$ cat config.mk
export PLATFORM = sky130hd
export DESIGN_NAME = char_lcd_text_cursor_engine
export DESIGN_NICKNAME = d
export VERILOG_FILES = /design/src/rtl/lcdt_pkg.sv /design/src/rtl/lcdt_front.sv /design/src/rtl/lcdt_queue.sv /design/src/rtl/lcdt_back.sv /design/src/rtl/char_lcd_text_cursor_engine.sv
export VERILOG_INCLUDE_DIRS = /design/src /design/src/rtl
export SDC_FILE = /design/constraint.sdc
export NUM_CORES = 1
export LEC_CHECK = 0
export ABC_AREA = 1
export BUFFER_PORTS_ARGS = -buffer_cell sky130_fd_sc_hd__buf_2
export CORE_MARGIN = 8
export CORE_UTILIZATION = 50
export DETAILED_ROUTE_END_ITERATION = 12
export PLACE_DENSITY = 0.69
export SLEW_MARGIN = 20
export SYNTH_ARGS = -nofsm -noshare
export SYNTH_HDL_FRONTEND = slang
export SYNTH_SLANG_ARGS = --single-unit
$ cat constraint.sdc
create_clock -name clk -period 4.8 [get_ports clk]
set_input_delay 0.72 -clock clk [delete_from_list [all_inputs] [get_ports clk]]
set_output_delay 0.72 -clock clk [all_outputs]
set_load 0.01 [all_outputs]
$ cat src/rtl/char_lcd_text_cursor_engine_assert.svh
// Assertion macros shared by the character LCD cursor engine modules
`ifndef CHAR_LCD_TEXT_CURSOR_ENGINE_ASSERT_SVH
`define CHAR_LCD_TEXT_CURSOR_ENGINE_ASSERT_SVH

// Same-cycle implication, checked on clk, off while arst_n is low.
`define LCDT_ASSERT_IMP(lbl, ante, cons, msg) \
	lbl: assert property (@(posedge clk) disable iff (!arst_n) (ante) |-> (cons)) \
		else $error(msg);

// Next-cycle implication, checked on clk, off while arst_n is low.
`define LCDT_ASSERT_NXT(lbl, ante, cons, msg) \
	lbl: assert property (@(posedge clk) disable iff (!arst_n) (ante) |=> (cons)) \
		else $error(msg);

`endif

$ cat src/rtl/lcdt_pkg.sv
// Types, constants and cursor functions for the character LCD cursor engine
`timescale 1ns / 1ps

package lcdt_pkg;

	localparam int COLUMNS = 16;
	localparam int ROWS    = 2;
	localparam int CELLS   = COLUMNS * ROWS;
	localparam int IDX_W   = (CELLS > 1) ? $clog2(CELLS) : 1;
	localparam int COL_W   = (COLUMNS > 1) ? $clog2(COLUMNS) : 1;

	// bundle queue between front and back
	localparam int QDEPTH  = 2;
	localparam int QPTR_W  = (QDEPTH > 1) ? $clog2(QDEPTH) : 1;
	localparam int QCNT_W  = $clog2(QDEPTH + 1);

	localparam logic [7:0] CMD_CLEAR    = 8'h01;
	localparam logic [7:0] CMD_SET_ADDR = 8'h80;
	localparam logic [7:0] ROW1_ADDR    = 8'h40;
	localparam logic [7:0] CHAR_UNKNOWN = 8'h3F;
	localparam logic [7:0] CHAR_NEWLINE = 8'h0A;
	localparam logic [7:0] CHAR_CR      = 8'h0D;
	localparam logic [7:0] CTRL_LIMIT   = 8'h20;
	localparam logic [7:0] HDC_RESET    = 8'd127;

	typedef enum logic [1:0] {
		FUNC_WRITE,
		FUNC_MOVE,
		FUNC_SET_POS,
		FUNC_CLEAR
	} func_t;

	typedef enum logic [2:0] {
		MOVE_RIGHT,
		MOVE_LEFT,
		MOVE_UP,
		MOVE_DOWN,
		MOVE_ROW_END,
		MOVE_ROW_START,
		MOVE_TOP,
		MOVE_BOTTOM
	} move_t;

	typedef logic [IDX_W-1:0] idx_t;

	localparam idx_t IDX_LAST      = IDX_W'(CELLS - 1);
	localparam idx_t IDX_COLS      = IDX_W'(COLUMNS % CELLS);
	localparam idx_t IDX_ROW0_END  = IDX_W'(COLUMNS - 1);
	localparam idx_t LAST_ROW_BASE = IDX_W'((ROWS - 1) * COLUMNS);

	typedef struct packed {
		logic       is_data;
		logic [7:0] lcd_byte;
	} lcd_ent_t;

	// all controller bytes caused by one input item, cnt is 1 to 3
	typedef struct packed {
		logic [1:0]     cnt;
		lcd_ent_t [2:0] ent;
	} bundle_t;

	typedef struct packed {
		idx_t idx;
		logic clr;
	} move_res_t;

	function automatic logic row_of(idx_t idx);
		return (int'(idx) >= COLUMNS) && (ROWS > 1);
	endfunction

	function automatic logic [COL_W-1:0] col_of(idx_t idx);
		return row_of(idx) ? COL_W'(idx - IDX_COLS) : COL_W'(idx);
	endfunction

	function automatic logic [7:0] addr_byte(idx_t idx);
		logic [7:0] a;
		a = CMD_SET_ADDR | 8'(col_of(idx));
		if (row_of(idx)) begin
			a = a | ROW1_ADDR;
		end
		return a;
	endfunction

	// fold accented Latin-1 letters to plain ASCII, anything else to '?'
	function automatic logic [7:0] fold_char(logic [7:0] c);
		logic [7:0] base;
		logic [7:0] letter;
		logic       known;
		base   = c & 8'hDF;
		letter = 8'h41;
		known  = 1'b1;
		if (c < 8'hC0) begin
			known = 1'b0;
		end else if (base <= 8'hC4) begin
			letter = 8'h41;
		end else if (base == 8'hC7) begin
			letter = 8'h43;
		end else if (base >= 8'hC8 && base <= 8'hCB) begin
			letter = 8'h45;
		end else if (base >= 8'hCC && base <= 8'hCF) begin
			letter = 8'h49;
		end else if (base >= 8'hD2 && base <= 8'hD6) begin
			letter = 8'h4F;
		end else if (base >= 8'hD9 && base <= 8'hDC) begin
			letter = 8'h55;
		end else begin
			known = 1'b0;
		end
		if (!known) begin
			return CHAR_UNKNOWN;
		end
		return c[5] ? (letter + 8'h20) : letter;
	endfunction

	function automatic move_res_t move_cursor(idx_t idx, move_t kind);
		move_res_t r;
		idx_t      col_ext;
		logic      row;
		row     = row_of(idx);
		col_ext = idx_t'(col_of(idx));
		r.idx   = idx;
		r.clr   = 1'b0;
		unique case (kind)
			MOVE_RIGHT:     r.idx = (idx >= IDX_LAST) ? '0 : idx + idx_t'(1);
			MOVE_LEFT:      r.idx = (idx == '0) ? IDX_LAST : idx - idx_t'(1);
			MOVE_UP: begin
				if (!row) begin
					r.idx = LAST_ROW_BASE + col_ext;
					r.clr = 1'b1;
				end else begin
					r.idx = idx - IDX_COLS;
				end
			end
			MOVE_DOWN: begin
				if (int'(row) >= ROWS - 1) begin
					r.idx = col_ext;
					r.clr = 1'b1;
				end else begin
					r.idx = idx + IDX_COLS;
				end
			end
			MOVE_ROW_END:   r.idx = row ? IDX_LAST : IDX_ROW0_END;
			MOVE_ROW_START: r.idx = row ? IDX_COLS : '0;
			MOVE_TOP:       r.idx = col_ext;
			MOVE_BOTTOM:    r.idx = LAST_ROW_BASE + col_ext;
			default:        r.idx = idx;
		endcase
		return r;
	endfunction

endpackage

$ cat src/rtl/lcdt_front.sv
// Front end: accepts items, tracks the cursor and builds the byte bundle per item
`timescale 1ns / 1ps

module lcdt_front
	import lcdt_pkg::*;
(
	input  logic        clk,
	input  logic        arst_n,
	input  logic        push,
	input  logic [1:0]  func,
	input  logic [7:0]  char_code,
	input  logic [2:0]  move_kind,
	input  logic [5:0]  target_column,
	input  logic [1:0]  target_row,
	input  logic        cfg_write,
	input  logic [7:0]  cfg_data,
	input  logic        q_full,
	output logic        q_push,
	output bundle_t     q_data
);

	`include "char_lcd_text_cursor_engine_assert.svh"

	logic      accept;
	idx_t      cursor_q;
	logic      cp_q;
	logic [7:0] hdc_q;
	idx_t      nidx;
	logic      ncp;
	move_t     mv_kind;
	move_res_t mv;
	logic      printable;
	logic      row_chg;
	logic [7:0] out_char;
	lcd_ent_t  data_ent;
	lcd_ent_t  addr_ent;
	lcd_ent_t  clr_ent;
	bundle_t   b;

	assign accept    = push && !q_full;
	assign printable = (char_code >= CTRL_LIMIT);
	assign out_char  = (char_code <= hdc_q) ? char_code : fold_char(char_code);

	// newline and carriage return reuse the move unit
	always_comb begin
		mv_kind = move_t'(move_kind);
		if (func_t'(func) == FUNC_WRITE) begin
			if (printable) begin
				mv_kind = MOVE_RIGHT;
			end else if (char_code == CHAR_CR) begin
				mv_kind = MOVE_ROW_START;
			end else begin
				mv_kind = MOVE_DOWN;
			end
		end
	end

	assign mv       = move_cursor(cursor_q, mv_kind);
	assign row_chg  = row_of(mv.idx) != row_of(cursor_q);
	assign data_ent = '{is_data: 1'b1, lcd_byte: out_char};
	assign addr_ent = '{is_data: 1'b0, lcd_byte: addr_byte(mv.idx)};
	assign clr_ent  = '{is_data: 1'b0, lcd_byte: CMD_CLEAR};

	always_comb begin
		b    = '0;
		nidx = cursor_q;
		ncp  = cp_q;
		unique case (func_t'(func))
			FUNC_WRITE: begin
				if (printable) begin
					nidx = mv.idx;
					ncp  = 1'b0;
					if (cp_q) begin
						b.ent[0] = clr_ent;
						b.ent[1] = data_ent;
						b.ent[2] = addr_ent;
						b.cnt    = row_chg ? 2'd3 : 2'd2;
					end else begin
						b.ent[0] = data_ent;
						b.ent[1] = addr_ent;
						b.cnt    = row_chg ? 2'd2 : 2'd1;
					end
				end else if (char_code == CHAR_NEWLINE || char_code == CHAR_CR) begin
					nidx     = mv.idx;
					ncp      = cp_q | mv.clr;
					b.ent[0] = addr_ent;
					b.cnt    = 2'd1;
				end
			end
			FUNC_MOVE: begin
				nidx     = mv.idx;
				ncp      = cp_q | mv.clr;
				b.ent[0] = addr_ent;
				b.cnt    = 2'd1;
			end
			FUNC_SET_POS: begin
				if (int'(target_column) < COLUMNS && int'(target_row) < ROWS) begin
					nidx     = idx_t'(int'(target_column) + int'(target_row) * COLUMNS);
					b.ent[0] = '{is_data: 1'b0, lcd_byte: addr_byte(nidx)};
					b.cnt    = 2'd1;
				end
			end
			FUNC_CLEAR: begin
				nidx     = '0;
				b.ent[0] = clr_ent;
				b.cnt    = 2'd1;
			end
			default: begin
				nidx = cursor_q;
			end
		endcase
	end

	// items that cause no byte never enter the queue
	assign q_push = accept && (b.cnt != 2'd0);
	assign q_data = b;

	always_ff @(posedge clk or negedge arst_n) begin
		if (!arst_n) begin
			cursor_q <= '0;
			cp_q     <= 1'b0;
			hdc_q    <= HDC_RESET;
		end else begin
			if (accept) begin
				cursor_q <= nidx;
				cp_q     <= ncp;
			end
			if (cfg_write) begin
				hdc_q <= cfg_data;
			end
		end
	end

	`LCDT_ASSERT_IMP(a_cp_drops_on_write, $fell(cp_q),
		$past(accept) && $past(func) == FUNC_WRITE, "clear_pending dropped without a write")
	`LCDT_ASSERT_IMP(a_three_lead_clear, q_push && q_data.cnt == 2'd3,
		q_data.ent[0].lcd_byte == CMD_CLEAR, "three-byte bundle does not open with clear")

endmodule

$ cat src/rtl/lcdt_queue.sv
// Short bundle queue that decouples the front end from the byte sender
`timescale 1ns / 1ps

module lcdt_queue
	import lcdt_pkg::*;
(
	input  logic    clk,
	input  logic    arst_n,
	input  logic    wr,
	input  bundle_t wdata,
	output logic    full,
	input  logic    rd,
	output logic    q_empty,
	output bundle_t rdata
);

	`include "char_lcd_text_cursor_engine_assert.svh"

	bundle_t           mem_q [QDEPTH];
	logic [QPTR_W-1:0] wr_ptr_q;
	logic [QPTR_W-1:0] rd_ptr_q;
	logic [QCNT_W-1:0] count_q;
	logic              do_wr;
	logic              do_rd;

	assign full    = (count_q == QCNT_W'(QDEPTH));
	assign q_empty = (count_q == '0);
	assign rdata   = mem_q[rd_ptr_q];
	assign do_wr   = wr && !full;
	assign do_rd   = rd && !q_empty;

	always_ff @(posedge clk) begin
		if (do_wr) begin
			mem_q[wr_ptr_q] <= wdata;
		end
	end

	always_ff @(posedge clk or negedge arst_n) begin
		if (!arst_n) begin
			wr_ptr_q <= '0;
			rd_ptr_q <= '0;
			count_q  <= '0;
		end else begin
			if (do_wr) begin
				wr_ptr_q <= (wr_ptr_q == QPTR_W'(QDEPTH - 1)) ? '0 : wr_ptr_q + 1'b1;
			end
			if (do_rd) begin
				rd_ptr_q <= (rd_ptr_q == QPTR_W'(QDEPTH - 1)) ? '0 : rd_ptr_q + 1'b1;
			end
			if (do_wr && !do_rd) begin
				count_q <= count_q + 1'b1;
			end else if (do_rd && !do_wr) begin
				count_q <= count_q - 1'b1;
			end
		end
	end

	`LCDT_ASSERT_IMP(a_no_write_when_full, wr, !full, "bundle written into a full queue")
	`LCDT_ASSERT_NXT(a_count_grows, do_wr && !do_rd, count_q == $past(count_q) + 1'b1,
		"queue count did not grow on a lone write")

endmodule

$ cat src/rtl/lcdt_back.sv
// Back end: sends the bytes of each bundle, one transaction per cycle while pop is high
`timescale 1ns / 1ps

module lcdt_back
	import lcdt_pkg::*;
(
	input  logic       clk,
	input  logic       arst_n,
	input  logic       q_empty,
	input  bundle_t    q_data,
	output logic       q_pop,
	output logic       empty,
	input  logic       pop,
	output logic       is_data,
	output logic [7:0] lcd_byte,
	output logic       last
);

	`include "char_lcd_text_cursor_engine_assert.svh"

	bundle_t    cur_q;
	logic [1:0] pos_q;
	logic       cur_v_q;
	logic       done;
	lcd_ent_t   ent;

	assign ent      = cur_q.ent[pos_q];
	assign empty    = !cur_v_q;
	assign is_data  = ent.is_data;
	assign lcd_byte = ent.lcd_byte;
	assign last     = (pos_q == cur_q.cnt - 2'd1);

	// load the next bundle as the current one finishes, with no bubble
	assign done  = !cur_v_q || (pop && last);
	assign q_pop = done && !q_empty;

	always_ff @(posedge clk) begin
		if (q_pop) begin
			cur_q <= q_data;
		end
	end

	always_ff @(posedge clk or negedge arst_n) begin
		if (!arst_n) begin
			cur_v_q <= 1'b0;
			pos_q   <= '0;
		end else if (q_pop) begin
			cur_v_q <= 1'b1;
			pos_q   <= '0;
		end else if (done) begin
			cur_v_q <= 1'b0;
		end else if (pop) begin
			pos_q <= pos_q + 2'd1;
		end
	end

	`LCDT_ASSERT_NXT(a_bundle_continues, pop && !empty && !last, !empty,
		"bundle ended before its last byte")

endmodule

$ cat src/rtl/char_lcd_text_cursor_engine.sv
// Top level of the character LCD text and cursor engine
//
// Input side is a queue write port: an item (func, char_code, move_kind,
// target_column, target_row) is taken on a clock edge with push high and
// full low. The result side is a queue read port: while empty is low the
// oldest byte sits on is_data / lcd_byte / last, and it is taken on an edge
// with pop high. last marks the final byte of an item; items that cause no
// byte (ignored control codes, out-of-range set position) give nothing.
// An item's first byte reaches the ports after its bundle has been written
// into the bundle queue and then loaded into the back end. Each item yields
// at most three bytes (clear pending, character, address set), and the port
// moves one byte per cycle while pop is high. A two-entry bundle queue
// sits between the front end and the byte sender, so new items keep coming
// in while earlier bytes drain. When pop stays low the queue fills and full
// rises. cfg_write loads highest_direct_code at once; write it only while
// idle. Reset (arst_n low) puts the cursor at cell 0, clears the pending
// clear flag, sets highest_direct_code to 127 and empties the queue.
`timescale 1ns / 1ps

module char_lcd_text_cursor_engine
	import lcdt_pkg::*;
(
	input  logic       clk,
	input  logic       arst_n,
	input  logic       push,
	output logic       full,
	input  logic [1:0] func,
	input  logic [7:0] char_code,
	input  logic [2:0] move_kind,
	input  logic [5:0] target_column,
	input  logic [1:0] target_row,
	input  logic       cfg_write,
	input  logic [7:0] cfg_data,
	output logic       empty,
	input  logic       pop,
	output logic       is_data,
	output logic [7:0] lcd_byte,
	output logic       last
);

	logic    q_push;
	bundle_t q_wdata;
	logic    q_full;
	logic    q_pop;
	logic    q_empty;
	bundle_t q_rdata;

	assign full = q_full;

	lcdt_front u_front (
		.clk           (clk),
		.arst_n        (arst_n),
		.push          (push),
		.func          (func),
		.char_code     (char_code),
		.move_kind     (move_kind),
		.target_column (target_column),
		.target_row    (target_row),
		.cfg_write     (cfg_write),
		.cfg_data      (cfg_data),
		.q_full        (q_full),
		.q_push        (q_push),
		.q_data        (q_wdata)
	);

	lcdt_queue u_queue (
		.clk     (clk),
		.arst_n  (arst_n),
		.wr      (q_push),
		.wdata   (q_wdata),
		.full    (q_full),
		.rd      (q_pop),
		.q_empty (q_empty),
		.rdata   (q_rdata)
	);

	lcdt_back u_back (
		.clk      (clk),
		.arst_n   (arst_n),
		.q_empty  (q_empty),
		.q_data   (q_rdata),
		.q_pop    (q_pop),
		.empty    (empty),
		.pop      (pop),
		.is_data  (is_data),
		.lcd_byte (lcd_byte),
		.last     (last)
	);

endmodule

==> summary.md <==
| Metric | Value |
|---|---|
| Num CTS Buffers | 9 |
| Critical-path cell list | buf_2, nor2_2, inv_1, nor2_1, inv_1, nand2_1, nand2_1, o21ai_0, nand2_1, nand3_4, xor2_1, ha_1, or2_0, nand3b_1, or2_1, nand2_1, nor2_2, buf_12 |
| Crit path largest cell delay | 0.47 ns |
| Register-to-register path setup slack | 1.20 ns |
| Part of the total power dissipated in combinational logic | 0.345 |
| Final net count | 673 |
| Number of hold violations in the final report | 0 |
| Clock tree from TritonCTS | built |
| Post-route design area | 5630 µm² |
| Max Clock Skew | 0.0146 ns |
| Global Route Usage Sum | 0.165 |
| Detailed Routing Iterations Pass 1 | 8 |
| Max-slew headroom | 0.418 |
| Worst Tran Pin Value | 0.872 ns |
| Number of setup buffers added after CTS | 0 |
| Post-CTS sizing | 0 |
| Average footprint of a synthesized cell | 8.76 µm² |
| Initial antenna violation count | 0 |
| Post-synthesis instance area | 5060 µm² |
| Critical path's slowest cell | nor2_2 |
| Starting DRC count in detailed routing | 173 |
| Fraction of post-synthesis cell area in the top cell type by area | 0.445 |
| Area leader, netlist | edfxtp_1 |
| Yosys cell types | 38 |
| Crit Path Max Fanout | 16 |
| Deepest level of the CTS H-tree | 3 |
| Fraction of final layout cells sized beyond drive strength 1 | 0.157 |
| Capturing point of the worst reg2reg path | u_queue.mem_q[0][25]$_DFFE_PP_ |
| Number of rows created at floorplan | 36 |
| Vert. Die Dim | 117 µm |
| Antenna cell count | 0 |
| CTS max path bufs | 2 |
| Post-synthesis instance total | 578 |
| Count of nets left with antenna violations after detail routing | 0 |
| Avg WL per Cell | 13.9 µm |
| Areal power density over the cells | 522 nW/µm² |
| Portion of the post-synthesis area used by sequential elements | 0.550 |
| Cell area after placement | 5440 µm² |
| Total internal power | 1800 µW |
| Count of unresolved DRC violations after routing | 0 |
| Switching power as a share of total power | 0.389 |
| Worst Setup End Kind | flip-flop |
| Peak Freq | 266 MHz |
| Post-synthesis register bit count | 96 |
| Vias in the first global route | 3,791 |
| Skew-Pair Late Insertion Delay | 0.36 ns |
| Unrepaired setup endpoints after global routing | no |
| Leakage dissipation | 0.00255 µW |
| Worst-path clk slew | 0.10 ns |
| Wire length after detailed routing | 10.6 mm |
| Core ar. | 9820 µm² |
| GP Congestion | 0.888 |
| Layout Utilization | 0.574 |
| Num ports | 46 |
| Clock period minus final worst setup slack | 3.76 ns |
| Period utilisation layout | 0.784 |
| Placed cells | 748 |
| Library cell appearing most often on the critical path | nand2_1 |
| Startpoint type of the worst setup path | input pin |
| Vias per inst | 5.05 |
| Via total after detailed routing | 3,858 |
| Maximum number of pins on one net before global-route repair | 27 |
| Total negative setup slack | 0 ns |
| Worst setup path class | input pin to flip-flop |
| Outcome | completed |
| # hold bufs at CTS | 0 |
| Reg power frac | 0.483 |
| Worst min-delay path class | input pin to async pin |
| Max-cap check violation count | 0 |
| Floorplan die area | 13,600 µm² |
| Total overflow reported by the global router | 0 |
| Non-filler instance count after layout | 764 |
| DIE WIDTH | 117 µm |
| Worst-case vdd ir drop | 0.222 mV |
| Starting density of the core | 0.516 |
| FF-to-FF path depth | 15 |
| Critical path data arrival time | 3.83 ns |
| Clock group share of total power | 0.172 |
| HPWL Detailed | 8.23 mm |
| Number of filler instances in the final layout | 948 |
| Total clock sinks | 96 |
| Top cells by area, synth | edfxtp_1, nand2_1, dfrtp_1 |
| Endpoints failing setup | 0 |
| Number of warnings reported in the yosys synthesis log | 0 |
| Wire length of the first global-routing pass | 17.5 mm |
| CP Data Required Time | 4.87 ns |
| Reg-to-reg startpoint | u_front.cursor_q[0]$_DFFE_PN0P_ |
| Net Count, Synth | 625 |
| Number of buffers added on ports | 45 |
| Total count of max-transition violations in the final report | 0 |
| Synthesis-to-finish area growth | 11.2% |
| Reported net switching power | 1140 µW |
| Library cell used as clock root buffer | clkbuf_8 |
final cells by class:
cell class	instances	area, µm²	share of cell area
Sequential cell	96	2790	0.495
Multi-Input combinational cell	398	1950	0.345
Inverter	73	279	0.0495
Timing Repair Buffer	48	260	0.0462
Tap cell	133	166	0.0295
Clock buffer	9	124	0.0220
Clock inverter	7	70.1	0.0124
per-layer routing:
| metal | GRT usage | part of all wire |
|---|---|---|
| met2 | 0.275 | 0.49 |
| met4 | 0.0700 | 0.019 |
| met3 | 0.0388 | 0.045 |
| met5 | 0 | 0 |
| met1 | 0.202 | 0.45 |
critical path: cells and delay by family:
kind                       cells  cell delay (ns)
xor gates and xnor gates       1             0.16
adders and majority gates      1             0.24
and+or+nand+nor               11             1.99
buffers and inverters          4             0.64
AOI/OAI and AO/OA              1             0.08
power groups by stage:
stage               Combinational, µW  Clock [µW]  Sequential [µW]
global route                     1160         552             1450
CTS                              1030         517             1420
finish                           1010         505             1420
floorplan                         769           0             1350
global placement                 1000           0             1430
detailed placement               1020           0             1440
sequential cells by signal (all words and copies together) (netlist names), 2 cells and up:
name	cells
u_queue.count_q	2
u_back.pos_q	2
u_queue.mem_q	50
u_front.cursor_q	5
u_front.hdc_q	8
u_back.cur_q	25
through the flow:
stage               total power, µW  hold WS (ns)  setup slack, ns
floorplan                      2120         0.424            0.892
global placement               2440         0.477            0.789
detailed placement             2460         0.485            0.654
CTS                            2960         0.340             1.03
global route                   3160         0.351            0.607
finish                         2940         0.331             1.04
cells by family after synthesis:
| family | after synthesis | synth area share |
|---|---|---|
| flops | 96 | 0.550 |
| compound gates | 74 | 0.0845 |
| xor+xnor | 6 | 0.0104 |
| simple gates | 304 | 0.254 |
| fa+ha+maj | 13 | 0.0321 |
| mux | 1 | 0.00222 |
| buf+inv | 84 | 0.0665 |
synthesized netlist by cell type:
| cell | count |
|---|---|
| nand2_1 | 175 |
| ha_1 | 13 |
| clkinv_1 | 2 |
| a21oi_1 | 15 |
| o31ai_4 | 1 |
| o21ai_0 | 38 |
| dfstp_2 | 7 |
| xor2_1 | 3 |
| buf_2 | 1 |
| clkbuf_1 | 8 |
| clkinv_4 | 1 |
| nand2_2 | 9 |
| o32ai_1 | 1 |
| xnor2_1 | 3 |
| a21o_1 | 2 |
| o31ai_1 | 2 |
| nand3_4 | 2 |
| nor2_2 | 3 |
| edfxtp_1 | 75 |
| a21boi_1 | 1 |
| buf_6 | 2 |
| a22oi_1 | 2 |
| a21oi_2 | 1 |
| o22ai_1 | 4 |
| nand4_1 | 8 |
| mux2_2 | 1 |
| inv_2 | 4 |
| or2_0 | 1 |
| o21ai_2 | 3 |
| or2_1 | 1 |
| dfrtp_1 | 14 |
| nor2_1 | 65 |
| inv_1 | 66 |
| nor3_1 | 5 |
| nand3_2 | 1 |
| nand3b_1 | 3 |
| o21ai_1 | 4 |
| nand3_1 | 31 |
placed cells by master, fill, tap and decap left out, types with 4 or more instances in the layout:
master      n
a21oi_1    15
nor3_1      5
nand2_1   175
nand4_1     8
nor2_2      5
inv_2       4
nand3_1    31
o22ai_1     4
o21ai_0    38
edfxtp_1   75
dfstp_2     7
clkbuf_8    9
buf_2      45
ha_1       13
nand2_2     9
dfrtp_1    14
inv_1      66
nor2_1     63
o21ai_1     4
worst max-delay path by stage:
stage                 start  cells after the start  slack, ns                              to
2_1_floorplan  char_code[6]                     17       0.89   u_queue.mem_q[1][0]$_DFFE_PP_
3_3_place_gp        func[0]                     18       0.79   u_queue.mem_q[0][7]$_DFFE_PP_
3_5_place_dp        func[1]                     18       0.65   u_queue.mem_q[0][1]$_DFFE_PP_
4_1_cts             func[1]                     18       1.03  u_queue.mem_q[0][25]$_DFFE_PP_
5_1_grt             func[1]                     18       0.61  u_queue.mem_q[0][16]$_DFFE_PP_
6_report            func[1]                     18       1.04  u_queue.mem_q[0][25]$_DFFE_PP_
(Power assumes the default switching activity.)
